**config.mk**
```make
export PLATFORM = sky130hd
export DESIGN_NAME = addressable_led_serializer
export DESIGN_NICKNAME = d
export VERILOG_FILES = /design/src/hw/rtl/als_pkg.sv /design/src/hw/rtl/als_cfg_regs.sv /design/src/hw/rtl/als_bit_timer.sv /design/src/hw/rtl/als_out_stage.sv /design/src/hw/rtl/addressable_led_serializer.sv
export SDC_FILE = /design/constraint.sdc
export NUM_CORES = 1
export LEC_CHECK = 0
export BUFFER_PORTS_ARGS = -buffer_cell sky130_fd_sc_hd__buf_2
export CAP_MARGIN = 5
export CORE_MARGIN = 5
export CORE_UTILIZATION = 70
export DETAILED_ROUTE_END_ITERATION = 6
export GPL_TIMING_DRIVEN = 0
export PLACE_DENSITY = 0.88
export SLEW_MARGIN = 20
export SYNTH_ARGS = -nofsm -noshare
export SYNTH_HDL_FRONTEND = slang
export SYNTH_SLANG_ARGS = --single-unit
export TNS_END_PERCENT = 30
```
**constraint.sdc**
```tcl
create_clock -name aclk -period 16.51 [get_ports aclk]
set_clock_uncertainty 0.2 [all_clocks]
set_input_delay 1.651 -clock aclk [delete_from_list [all_inputs] [get_ports aclk]]
set_output_delay 1.651 -clock aclk [all_outputs]
set_load 0.05 [all_outputs]
```
**src/hw/rtl/als_pkg.sv**
```systemverilog
package als_pkg;

    // Strip limits and field widths
    localparam int MAX_PIXELS  = 256;
    localparam int PIX_W       = 9;
    localparam int TIME_W      = 12;
    localparam int WORD_W      = 24;
    localparam int BIT_IDX_W   = 5;
    localparam int CHAN_W      = 8;
    localparam int COLOUR_W    = 16;
    localparam int POWER_W     = 16;

    // Configuration port
    localparam int CFG_IDX_W   = 3;
    localparam int CFG_DATA_W  = 16;

    localparam logic [CFG_IDX_W-1:0] REG_COLOUR   = 3'd0;
    localparam logic [CFG_IDX_W-1:0] REG_BRIGHT   = 3'd1;
    localparam logic [CFG_IDX_W-1:0] REG_PIXELS   = 3'd2;
    localparam logic [CFG_IDX_W-1:0] REG_ZERO_HI  = 3'd3;
    localparam logic [CFG_IDX_W-1:0] REG_ONE_HI   = 3'd4;
    localparam logic [CFG_IDX_W-1:0] REG_PERIOD   = 3'd5;

    // Register reset values
    localparam logic [PIX_W-1:0]  PIXELS_RST  = 9'd8;
    localparam logic [TIME_W-1:0] ZERO_HI_RST = 12'd22;
    localparam logic [TIME_W-1:0] ONE_HI_RST  = 12'd45;
    localparam logic [TIME_W-1:0] PERIOD_RST  = 12'd80;

    // Power estimate: n*60*b/255 = 4*n*b/17, taken as (n*b*RECIP_17) >> RECIP_SHIFT
    localparam int NB_W        = PIX_W + CHAN_W;
    localparam int RECIP_W     = 18;
    localparam logic [RECIP_W-1:0] RECIP_17 = 18'd246724;
    localparam int RECIP_SHIFT = 20;
    localparam int PROD_W      = RECIP_SHIFT + POWER_W;

    // Stream widths
    localparam int S_DATA_W    = 8;
    localparam int M_DATA_W    = 24;

    typedef struct packed {
        logic [COLOUR_W-1:0] colour;
        logic [CHAN_W-1:0]   brightness;
        logic [PIX_W-1:0]    pixel_count;
        logic [TIME_W-1:0]   zero_high;
        logic [TIME_W-1:0]   one_high;
        logic [TIME_W-1:0]   bit_period;
    } cfg_t;

    // Beat between the bit timer and the output stage
    typedef struct packed {
        logic            line;
        logic            busy;
        logic [NB_W-1:0] nb;
    } st1_t;

    // floor(v*b/255): 16-bit product, then reciprocal with one correction
    function automatic logic [CHAN_W-1:0] scale_chan(input logic [CHAN_W-1:0] v,
                                                     input logic [CHAN_W-1:0] b);
        logic [15:0] p;
        logic [16:0] s;
        p = 16'(v) * 16'(b);
        s = 17'(p) + 17'(p[15:8]) + 17'd1;
        return s[15:8];
    endfunction

    // RGB565 to scaled GRB888 by bit replication
    function automatic logic [WORD_W-1:0] make_grb(input logic [COLOUR_W-1:0] colour,
                                                   input logic [CHAN_W-1:0]   b);
        logic [4:0] r5;
        logic [5:0] g6;
        logic [4:0] b5;
        logic [CHAN_W-1:0] r8;
        logic [CHAN_W-1:0] g8;
        logic [CHAN_W-1:0] b8;
        r5 = colour[15:11];
        g6 = colour[10:5];
        b5 = colour[4:0];
        r8 = {r5, r5[4:2]};
        g8 = {g6, g6[5:4]};
        b8 = {b5, b5[4:2]};
        return {scale_chan(g8, b), scale_chan(r8, b), scale_chan(b8, b)};
    endfunction

    // Clamp the pixel count to 1..MAX_PIXELS
    function automatic logic [PIX_W-1:0] eff_pixels(input logic [PIX_W-1:0] pc);
        logic [PIX_W-1:0] n;
        n = pc;
        if (pc == '0) begin
            n = PIX_W'(1);
        end else if (pc > PIX_W'(MAX_PIXELS)) begin
            n = PIX_W'(MAX_PIXELS);
        end
        return n;
    endfunction

endpackage

```
**src/hw/rtl/als_cfg_regs.sv**
```systemverilog
module als_cfg_regs (
    input  logic                            aclk,
    input  logic                            aresetn,
    input  logic                            cfg_wr_en,
    input  logic [als_pkg::CFG_IDX_W-1:0]   cfg_addr,
    input  logic [als_pkg::CFG_DATA_W-1:0]  cfg_wdata,
    output als_pkg::cfg_t                   cfg,
    output logic                            cfg_touch
);

    als_pkg::cfg_t cfg_reg;
    als_pkg::cfg_t cfg_next;
    logic          hit;

    // Decode the write and update one register
    always_comb begin
        cfg_next = cfg_reg;
        hit      = 1'b0;
        if (cfg_wr_en) begin
            unique case (cfg_addr)
                als_pkg::REG_COLOUR: begin
                    cfg_next.colour = cfg_wdata;
                    hit = 1'b1;
                end
                als_pkg::REG_BRIGHT: begin
                    cfg_next.brightness = cfg_wdata[als_pkg::CHAN_W-1:0];
                    hit = 1'b1;
                end
                als_pkg::REG_PIXELS: begin
                    cfg_next.pixel_count = cfg_wdata[als_pkg::PIX_W-1:0];
                    hit = 1'b1;
                end
                als_pkg::REG_ZERO_HI: begin
                    cfg_next.zero_high = cfg_wdata[als_pkg::TIME_W-1:0];
                    hit = 1'b1;
                end
                als_pkg::REG_ONE_HI: begin
                    cfg_next.one_high = cfg_wdata[als_pkg::TIME_W-1:0];
                    hit = 1'b1;
                end
                als_pkg::REG_PERIOD: begin
                    cfg_next.bit_period = cfg_wdata[als_pkg::TIME_W-1:0];
                    hit = 1'b1;
                end
                default: begin
                    hit = 1'b0;
                end
            endcase
        end
    end

    always_ff @(posedge aclk) begin
        if (!aresetn) begin
            cfg_reg.colour      <= '0;
            cfg_reg.brightness  <= '0;
            cfg_reg.pixel_count <= als_pkg::PIXELS_RST;
            cfg_reg.zero_high   <= als_pkg::ZERO_HI_RST;
            cfg_reg.one_high    <= als_pkg::ONE_HI_RST;
            cfg_reg.bit_period  <= als_pkg::PERIOD_RST;
        end else begin
            cfg_reg <= cfg_next;
        end
    end

    assign cfg       = cfg_reg;
    assign cfg_touch = hit;

endmodule

```
**src/hw/rtl/als_bit_timer.sv**
```systemverilog
module als_bit_timer (
    input  logic           aclk,
    input  logic           aresetn,
    input  logic           accept,
    input  logic           advance,
    input  logic           refresh,
    input  als_pkg::cfg_t  cfg,
    input  logic           cfg_touch,
    output als_pkg::st1_t  st1,
    output logic           st1_valid
);

    localparam int SLOT_EXT_W = als_pkg::TIME_W + 1;
    localparam int PIX_EXT_W  = als_pkg::PIX_W + 1;

    logic                            dirty_reg, dirty_next;
    logic                            sending_reg, sending_next;
    logic [als_pkg::WORD_W-1:0]      grb_reg, grb_next;
    logic [als_pkg::TIME_W-1:0]      slot_reg, slot_next;
    logic [als_pkg::BIT_IDX_W-1:0]   bit_reg, bit_next;
    logic [als_pkg::PIX_W-1:0]       pix_reg, pix_next;
    als_pkg::st1_t                   st1_reg, st1_next;
    logic                            st1_valid_reg;

    logic                            start;
    logic                            act;
    logic [als_pkg::WORD_W-1:0]      word;
    logic [als_pkg::TIME_W-1:0]      slot;
    logic [als_pkg::BIT_IDX_W-1:0]   bidx;
    logic [als_pkg::PIX_W-1:0]       pidx;
    logic [als_pkg::PIX_W-1:0]       eff;
    logic                            bit_val;
    logic [als_pkg::TIME_W-1:0]      hi;
    logic                            slot_end;
    logic                            bit_end;
    logic                            pix_end;

    // Current bit slot, with a refresh that starts a frame taking effect this tick
    always_comb begin
        start    = refresh && !sending_reg && dirty_reg;
        act      = sending_reg || start;
        word     = start ? als_pkg::make_grb(cfg.colour, cfg.brightness) : grb_reg;
        slot     = start ? '0 : slot_reg;
        bidx     = start ? '0 : bit_reg;
        pidx     = start ? '0 : pix_reg;
        eff      = als_pkg::eff_pixels(cfg.pixel_count);
        bit_val  = word[als_pkg::BIT_IDX_W'(als_pkg::WORD_W - 1) - bidx];
        hi       = bit_val ? cfg.one_high : cfg.zero_high;
        slot_end = (SLOT_EXT_W'(slot) + SLOT_EXT_W'(1)) >= SLOT_EXT_W'(cfg.bit_period);
        bit_end  = bidx == als_pkg::BIT_IDX_W'(als_pkg::WORD_W - 1);
        pix_end  = (PIX_EXT_W'(pidx) + PIX_EXT_W'(1)) >= PIX_EXT_W'(eff);

        st1_next.line = act && (slot < hi);
        st1_next.busy = act;
        st1_next.nb   = als_pkg::NB_W'(eff) * als_pkg::NB_W'(cfg.brightness);
    end

    // Advance slot, bit and pixel counters on each accepted beat
    always_comb begin
        dirty_next   = dirty_reg;
        sending_next = sending_reg;
        grb_next     = grb_reg;
        slot_next    = slot_reg;
        bit_next     = bit_reg;
        pix_next     = pix_reg;
        if (accept) begin
            if (start) begin
                dirty_next = 1'b0;
            end
            if (act) begin
                grb_next     = word;
                sending_next = 1'b1;
                slot_next    = slot;
                bit_next     = bidx;
                pix_next     = pidx;
                if (slot_end) begin
                    slot_next = '0;
                    if (bit_end) begin
                        bit_next = '0;
                        if (pix_end) begin
                            pix_next     = '0;
                            sending_next = 1'b0;
                        end else begin
                            pix_next = pidx + als_pkg::PIX_W'(1);
                        end
                    end else begin
                        bit_next = bidx + als_pkg::BIT_IDX_W'(1);
                    end
                end else begin
                    slot_next = slot + als_pkg::TIME_W'(1);
                end
            end
        end
        // Any register write marks the strip for a resend
        if (cfg_touch) begin
            dirty_next = 1'b1;
        end
    end

    always_ff @(posedge aclk) begin
        if (!aresetn) begin
            dirty_reg     <= 1'b1;
            sending_reg   <= 1'b0;
            grb_reg       <= '0;
            slot_reg      <= '0;
            bit_reg       <= '0;
            pix_reg       <= '0;
            st1_valid_reg <= 1'b0;
        end else begin
            dirty_reg   <= dirty_next;
            sending_reg <= sending_next;
            grb_reg     <= grb_next;
            slot_reg    <= slot_next;
            bit_reg     <= bit_next;
            pix_reg     <= pix_next;
            if (advance) begin
                st1_valid_reg <= accept;
            end
        end
    end

    // Hold the stage payload until the output stage takes it
    always_ff @(posedge aclk) begin
        if (accept) begin
            st1_reg <= st1_next;
        end
    end

    assign st1       = st1_reg;
    assign st1_valid = st1_valid_reg;

endmodule

```
**src/hw/rtl/als_out_stage.sv**
```systemverilog
module als_out_stage (
    input  logic                           aclk,
    input  logic                           aresetn,
    input  als_pkg::st1_t                  st1,
    input  logic                           st1_valid,
    input  logic                           m_tready,
    output logic                           m_tvalid,
    output logic [als_pkg::M_DATA_W-1:0]   m_tdata,
    output logic                           advance
);

    localparam int PAD_W = als_pkg::M_DATA_W - als_pkg::POWER_W - 2;

    logic                           m_valid_reg;
    logic [als_pkg::M_DATA_W-1:0]   m_data_reg;
    logic [als_pkg::M_DATA_W-1:0]   m_data_next;
    logic [als_pkg::PROD_W-1:0]     prod;
    logic [als_pkg::POWER_W-1:0]    power;

    // Power = floor(4*n*b/17) by reciprocal; its maximum stays far below saturation
    always_comb begin
        prod        = als_pkg::PROD_W'(st1.nb) * als_pkg::PROD_W'(als_pkg::RECIP_17);
        power       = prod[als_pkg::RECIP_SHIFT +: als_pkg::POWER_W];
        m_data_next = {PAD_W'(0), power, st1.busy, st1.line};
    end

    assign advance = !m_valid_reg || m_tready;

    always_ff @(posedge aclk) begin
        if (!aresetn) begin
            m_valid_reg <= 1'b0;
        end else if (advance) begin
            m_valid_reg <= st1_valid;
        end
    end

    // Load a new beat whenever the register is free or drained
    always_ff @(posedge aclk) begin
        if (advance && st1_valid) begin
            m_data_reg <= m_data_next;
        end
    end

    assign m_tvalid = m_valid_reg;
    assign m_tdata  = m_data_reg;

endmodule

```
**src/hw/rtl/addressable_led_serializer.sv**
```systemverilog
// Channel | Ports                          | Beat contents (low bit first)
// ------- | ------------------------------ | ------------------------------------------
// in      | s_tvalid s_tready s_tdata[7:0] | refresh [0], zeros [7:1]
// out     | m_tvalid m_tready m_tdata[23:0]| line_level [0], busy_res [1],
//         |                                | power_mw [17:2], zeros [23:18]
// cfg     | cfg_wr_en cfg_addr cfg_wdata   | register index, write data
//
// One beat in and one beat out per cycle while m_tready is high; a beat passes from input to output
// through the bit timer stage, then the power estimate and output register.
// Reset (aresetn low, synchronous) restores the register defaults and sets the dirty mark.
// A stall on m_tready holds both stages and drops s_tready in the same cycle.
// Register writes take effect for beats accepted after the write edge.
module addressable_led_serializer (
    input  logic                            aclk,
    input  logic                            aresetn,
    input  logic                            s_tvalid,
    output logic                            s_tready,
    input  logic [als_pkg::S_DATA_W-1:0]    s_tdata,   // [0] refresh
    output logic                            m_tvalid,
    input  logic                            m_tready,
    output logic [als_pkg::M_DATA_W-1:0]    m_tdata,   // [0] line_level, [1] busy_res,
                                                       // [17:2] power_mw
    input  logic                            cfg_wr_en,
    input  logic [als_pkg::CFG_IDX_W-1:0]   cfg_addr,
    input  logic [als_pkg::CFG_DATA_W-1:0]  cfg_wdata
);

    als_pkg::cfg_t  cfg;
    logic           cfg_touch;
    als_pkg::st1_t  st1;
    logic           st1_valid;
    logic           advance;
    logic           accept;

    assign s_tready = advance;
    assign accept   = s_tvalid && advance;

    als_cfg_regs u_cfg (
        .aclk      (aclk),
        .aresetn   (aresetn),
        .cfg_wr_en (cfg_wr_en),
        .cfg_addr  (cfg_addr),
        .cfg_wdata (cfg_wdata),
        .cfg       (cfg),
        .cfg_touch (cfg_touch)
    );

    als_bit_timer u_timer (
        .aclk      (aclk),
        .aresetn   (aresetn),
        .accept    (accept),
        .advance   (advance),
        .refresh   (s_tdata[0]),
        .cfg       (cfg),
        .cfg_touch (cfg_touch),
        .st1       (st1),
        .st1_valid (st1_valid)
    );

    als_out_stage u_out (
        .aclk      (aclk),
        .aresetn   (aresetn),
        .st1       (st1),
        .st1_valid (st1_valid),
        .m_tready  (m_tready),
        .m_tvalid  (m_tvalid),
        .m_tdata   (m_tdata),
        .advance   (advance)
    );

endmodule

```
==> results.ini, run 1 <==
[sta]
slew_headroom=0.317
setup-tns-final_ns=0
finalCritPeriodShare=0.601
tightest_slew_ns=1.02
maxSlewViolCount=0
hold_viol=0
setup_violations=0
fmax_mhz=101
rsz0062_at_grt=false
layout_min_cycle_time_ns=9.93

[synthesis]
ys_ff_latch=159
synthDistinctLibCells=95
synth_top_area_cell=fa_1
synthArstFlopShare=0
synth_area_leaders=fa_1 (21%), ha_1 (19%), dfxtp_1 (12%), inv_1 (6.4%), nand2_1 (5.3%)
synth-edff-count=36
yosys_warnings=0
synth_top_flop_cell=dfxtp_1
syn_area_um2=20900
avgSynthCellArea_um2=8.90
syn_inst=2344
yosysTopAreaCellShare=0.211
ys_seq_area_frac=0.170

[critical_path]
path_class=reg2reg
setup.worst_path.start_class=flip-flop
endpoint_kind=flip-flop
worstPathRequired_ns=16.56
cp_slowest_cell=fa_1
max_stage_delay_ns=0.58
critPathArrivalTime_ns=9.97
path_max_fanout=10

[cells_and_area]
final_area_um2=22200
largest_reg_flops=69
layout_common_cells=inv_1 (356), ha_1 (318), nand2_1 (294), fa_1 (220), and2_1 (136)
final_nets=2981
area_growth_pct=6.49
drive_gt1_frac=0.0553
diodes=0
layout_commonest_cell=inv_1

[clocking]
cts_resized=0
root_buffer=clkbuf_16
cts_buffer_depth=2
cts_buffers=17
cts.sinks=159
cts_tree=yes
clock_latency_ns=0.45
clk_pin_slew_ns=0.08
post_cts_buffers=0
hold_buffers=0
htreeDepth=4

[route]
drt-pass1-iter-count=7
first_iter_violations=1836
drc=4
ant_nets=0
totalWireLength_mm=55.6
vias=17500
viasPerCell=6.23
avgRoutedWirePerCell_um=19.7

[min_path]
hold_path_class=reg2reg

[outcome]
status=finished with violations
violations=design-rule violations

[place]
hpwl_mm=44.0
placed_area_um2=21600
portBuffers=42
place.gp.congestion=0.977

[grt]
grt-ovfl-total=0
grt_max_degree=22
grt_pass1_vias=18100
track_usage=0.340
antenna_found_initial=0
grt_pass1_wl_mm=91.1

[pwr]
vdd_drop_max_mv=0.0878
p_comb_frac=0.481
clockPowerShare=0.246
p_switching_w=0.000730
leakagePower_nw=11.3
powerDensity_nw_per_um2=77.4
seqPwrFrac=0.273
internal_power_w=0.000988
p_sw_frac=0.425

[die]
num_rows=63
die_w_um=183
die_area_um2=33300
die_h_um=183
io_pins=58
core-area_um2=29600
initial_core_util=0.705

[job]
max-cap-violations=0

[cell usage after synthesis (8+ instances only)]
| library cell | number |
|---|---|
| o21a_1 | 14 |
| nand4_1 | 15 |
| edfxtp_1 | 36 |
| o21ai_0 | 51 |
| inv_1 | 356 |
| a31oi_1 | 9 |
| nand2b_1 | 14 |
| xor2_1 | 27 |
| nor4_1 | 10 |
| o21ai_1 | 13 |
| fa_1 | 220 |
| o211ai_1 | 11 |
| dfxtp_1 | 123 |
| ha_1 | 318 |
| clkbuf_1 | 65 |
| nor2_1 | 96 |
| nand2_1 | 294 |
| nor3_1 | 27 |
| or3_1 | 8 |
| and2_1 | 136 |
| mux2i_1 | 17 |
| nor2b_1 | 26 |
| a21oi_1 | 128 |
| nand3_1 | 46 |
| a21o_1 | 31 |
| and3_1 | 12 |
| xnor2_1 | 64 |
| o21bai_1 | 8 |
| a211oi_1 | 20 |
[layer usage]
metal  part of all wire  track usage  routed length (µm)
met5                  0            0                   0
met4              0.049        0.141                2720
met3               0.11       0.0843                6080
met2               0.47        0.559               25900
met1               0.38        0.430               20800
[final cells by class]
cell class / count / area, µm²
multi-input cells: 1752 / 15600
flip-flops and latches: 159 / 3540
fillers: 1953 / 7350
inverters: 357 / 1340
clock buffers: 17 / 425
plain buffers: 82 / 348
repair buffers: 42 / 210
clock inverters: 15 / 206
well taps: 390 / 488
[path summary, 6_finish.rpt]
check / start / end / slack, ns / cells past startpoint
worst max-delay path: u_cfg.cfg[52] / u_timer.st1[18] / 6.58 / 33
worst min register to register: u_timer.st1[17] / u_out.m_tdata[1] / 0.24 / 0
worst max register to register: u_cfg.cfg[52] / u_timer.st1[18] / 6.58 / 33
worst min-delay path: u_timer.st1[17] / u_out.m_tdata[1] / 0.24 / 0
[power groups by stage]
stage	registers, W	clock network [W]	logic [W]
2_1_floorplan	0.000529	0	0.000516
3_3_place_gp	0.000477	0	0.000735
3_5_place_dp	0.000478	0	0.000789
4_1_cts	0.000469	0.000420	0.000817
5_1_grt	0.000471	0.000439	0.000914
6_report	0.000469	0.000423	0.000827
[stage by stage]
stage / hold WS (ns) / utilization / worst slack, ns / total power [W] / std cells
floorplan: 0.200 / - / 8.49 / 0.00104 / 2350
global placement: 0.210 / 0.730 / 7.17 / 0.00121 / 2782
detailed placement: 0.219 / 0.730 / 6.94 / 0.00127 / 2782
CTS: 0.238 / 0.751 / 6.87 / 0.00171 / 2814
global route: 0.243 / 0.751 / 6.23 / 0.00182 / 2814
finish: 0.238 / 0.751 / 6.58 / 0.00172 / 2814
[cells by family after synthesis]
group                      Yosys count  share of synthesized area
and+or+nand+nor                    711                      0.164
adders and majority gates          543                      0.405
buffers and inverters              439                     0.0809
AOI/OAI and AO/OA                  370                      0.122
DFF                                159                      0.170
xor gates and xnor gates            96                     0.0427
muxes                               25                     0.0154
other                                1                   0.000180
[critical path: cells and delay by family, from the launching register on]
family                     cells  cell delay, ns
AOI/OAI and AO/OA             13            2.90
xor gates and xnor gates       1            0.28
adders and majority gates      8            3.66
buffers and inverters          6            1.13
DFF                            1            0.55
muxes                          1            0.31
and+or+nand+nor                4            0.66
No activity file was read; power rests on OpenSTA's default activity.
==> run 2, diff against run 1 <==
--- a/config.mk
+++ b/config.mk
@@ -8,10 +8,10 @@
 export BUFFER_PORTS_ARGS = -buffer_cell sky130_fd_sc_hd__buf_2
 export CAP_MARGIN = 5
 export CORE_MARGIN = 5
-export CORE_UTILIZATION = 70
+export CORE_UTILIZATION = 65
 export DETAILED_ROUTE_END_ITERATION = 6
 export GPL_TIMING_DRIVEN = 0
-export PLACE_DENSITY = 0.88
+export PLACE_DENSITY = 0.83
 export SLEW_MARGIN = 20
 export SYNTH_ARGS = -nofsm -noshare
 export SYNTH_HDL_FRONTEND = slang
==> constraint.sdc (replaced) <==
create_clock -name aclk -period 9.15 [get_ports aclk]
set_clock_uncertainty 0.2 [all_clocks]
set_input_delay 0.915 -clock aclk [delete_from_list [all_inputs] [get_ports aclk]]
set_output_delay 0.915 -clock aclk [all_outputs]
set_load 0.05 [all_outputs]
==> run 2 against run 1 <==
  * The flow now finishes without violations
  * Utilization fell by 4.7 points
  * First-iteration DRC count fell by 41%
  * Design area rose by 0.28%
  * Worst setup slack got worse by 6.3 ns
  * Largest cell class unchanged
  * Largest power group unchanged
  * Highest routed layer unchanged
==> results.ini, run 2 (synthesis gave the netlist of run 1 again) <==
[die]
die_h_um=189  ; was 183 µm
die_w_um=189  ; was 183 µm
die_area_um2=35800  ; was 33300 µm²
num_rows=65  ; was 63
core-area_um2=31600  ; was 29600 µm²
io_pins=58  ; unchanged
initial_core_util=0.659  ; was 0.705

[sta]
layout_min_cycle_time_ns=8.82  ; was 9.93 ns
fmax_mhz=113  ; was 101 MHz
maxSlewViolCount=0  ; unchanged
tightest_slew_ns=1.06  ; was 1.02 ns
finalCritPeriodShare=0.964  ; was 0.601
finalHoldWorstSlack_ns=0.236  ; was 0.238 ns
final.setup.worst_slack_ns=0.329  ; was 6.58 ns
slew_headroom=0.278  ; was 0.317
rsz0062_at_grt=false  ; unchanged
setup_violations=0  ; unchanged
hold_viol=0  ; unchanged

[cells_and_area]
ff_latch_area_um2=3560  ; was 3540 µm²
diodes=0  ; unchanged
drive_gt1_frac=0.0660  ; was 0.0553
largest_reg_flops=69  ; unchanged
fin_cells=2825  ; was 2814
final_nets=2980  ; was 2981
fillers=2382  ; was 1953
layout_common_cells=inv_1 (356), ha_1 (317), nand2_1 (294), fa_1 (220), and2_1 (136)  ; was inv_1 (356), ha_1 (318), nand2_1 (294), fa_1 (220), and2_1 (136)
final_area_um2=22300  ; was 22200 µm²
layout_commonest_cell=inv_1  ; unchanged
area_growth_pct=6.78  ; was 6.49%
multiInputGateArea_um2=15700  ; was 15600 µm²

[grt]
antenna_found_initial=0  ; unchanged
grt-ovfl-total=0  ; unchanged
grt_pass1_wl_mm=87.6  ; was 91.1 mm
grt_max_degree=22  ; unchanged
track_usage=0.303  ; was 0.340
grt_pass1_vias=17800  ; was 18100

[place]
place.gp.congestion=0.950  ; was 0.977
pre_cts_ws_ns=-0.304  ; was 6.94 ns
hpwl_mm=42.8  ; was 44.0 mm
portBuffers=42  ; unchanged
placed_area_um2=21600  ; about the same
dp_cells=2794  ; was 2782

[critical_path]
path_max_fanout=10  ; unchanged
rrSetupSlack_ns=0.33  ; was 6.58 ns
critPathArrivalTime_ns=8.90  ; was 9.97 ns
cp_slowest_cell=fa_1  ; unchanged
worstPathRequired_ns=9.23  ; was 16.56 ns
max_stage_delay_ns=0.56  ; was 0.58 ns
endpoint_kind=flip-flop  ; unchanged
crit_top_cell=fa_1
setup.worst_path.start_class=flip-flop  ; unchanged
path_class=reg2reg  ; unchanged

[route]
first_iter_violations=1087  ; was 1836
top_layer=met4  ; unchanged
drc=0  ; was 4
ant_nets=0  ; unchanged
drt-pass1-iter-count=6  ; was 7
dr_wl_met3_mm=3.45  ; was 6.08 mm
viasPerCell=5.96  ; was 6.23
vias=16800  ; was 17500
avgRoutedWirePerCell_um=18.8  ; was 19.7 µm
routed-wl-met2_mm=26.5  ; was 25.9 mm
totalWireLength_mm=53.0  ; was 55.6 mm
wl_met1_mm=20.5  ; was 20.8 mm

[job]
max-cap-violations=0  ; unchanged

[outcome]
status=finished, final reports clean  ; was finished with violations

[clocking]
root_buffer=clkbuf_16  ; unchanged
cts.sinks=159  ; unchanged
htreeDepth=4  ; unchanged
cts_tree=yes  ; unchanged
cts_buffers=17  ; unchanged
clock_latency_ns=0.45  ; about the same
clk_pin_slew_ns=0.07  ; was 0.08 ns
cts_buffer_depth=2  ; unchanged

[pwr]
leakagePower_nw=11.3  ; about the same
powerDensity_nw_per_um2=136  ; was 77.4 nW/µm²
vdd_drop_max_mv=0.246  ; was 0.0878 mV

[min_path]
hold_path_class=reg2reg  ; unchanged

-- run 2: cell count changes in the layout (fill, tap and decap cells not counted), sizes merged --
| cell | previous run | this run |
|---|---|---|
| clkinvlp | 0 | 1 |
| inv | 364 | 367 |
| clkinv | 8 | 2 |
| buf | 59 | 65 |
| clkbuf | 82 | 77 |
-- run 2: critical path: cells and delay by family (launching register included) --
family	cells	cell delay (ns)
adders and majority gates	7	3.04
AOI/OAI and AO/OA	13	2.96
and+or+nand+nor	6	0.73
buffers and inverters	4	0.63
muxes	2	0.58
DFF	1	0.49
-- run 2: worst paths after layout --
check                  startpoint               end  depth (start not counted)
setup / recovery    u_cfg.cfg[50]   u_timer.st1[18]                         32
hold / removal    u_timer.st1[18]  u_out.m_tdata[0]                          0
setup reg to reg    u_cfg.cfg[50]   u_timer.st1[18]                         32
hold reg to reg   u_timer.st1[18]  u_out.m_tdata[0]                          0
-- run 2: final cells by class --
| class | count | share of cell area |
|---|---|---|
| Inverter | 357 | 0.0602 |
| Sequential cell | 159 | 0.160 |
| Multi-Input combinational cell | 1752 | 0.704 |
| Tap cell | 402 | 0.0226 |
| Timing Repair Buffer | 43 | 0.00978 |
| Clock inverter | 13 | 0.00584 |
| Clock buffer | 19 | 0.0208 |
| Buffer | 80 | 0.0169 |
-- run 2: stage by stage --
| step | util | TNS (ns) | total power, W |
|---|---|---|---|
| final | 0.704 | 0 | 0.00302 |
| after global routing | 0.704 | 0 | 0.00323 |
| after CTS | 0.702 | 0 | 0.00302 |
| after detailed placement | 0.682 | -0.304 | 0.00226 |
| after global placement | 0.682 | -0.177 | 0.00217 |
| after floorplan | - | 0 | 0.00188 |
-- run 2: where the power goes --
group / internal (W) / switching (W) / leakage [nW] / total (W)
logic: 0.000575 / 0.000862 / 9.66 / 0.00144
registers: 0.000814 / 0.0000314 / 1.35 / 0.000845
clock network: 0.000386 / 0.000349 / 0.292 / 0.000735
-- run 2: per-layer routing --
| layer | vias up | GRT usage |
|---|---|---|
| met1 | 8135 | 0.361 |
| met3 | 184 | 0.0424 |
| met5 | - | 0 |
| met4 | 0 | 0.142 |
| li1 | 7893 | - |
| met2 | 633 | 0.540 |
-- run 2: timing repair --
| action | 4_1_cts | 5_1_grt |
|---|---|---|
| buffers inserted | 0 | 1 |
| pin swaps | 0 | 2 |
| endpoints found under the setup margin | 1 | 1 |
| hold buffers | 0 | 0 |
| gates resized for setup | 14 | 37 |
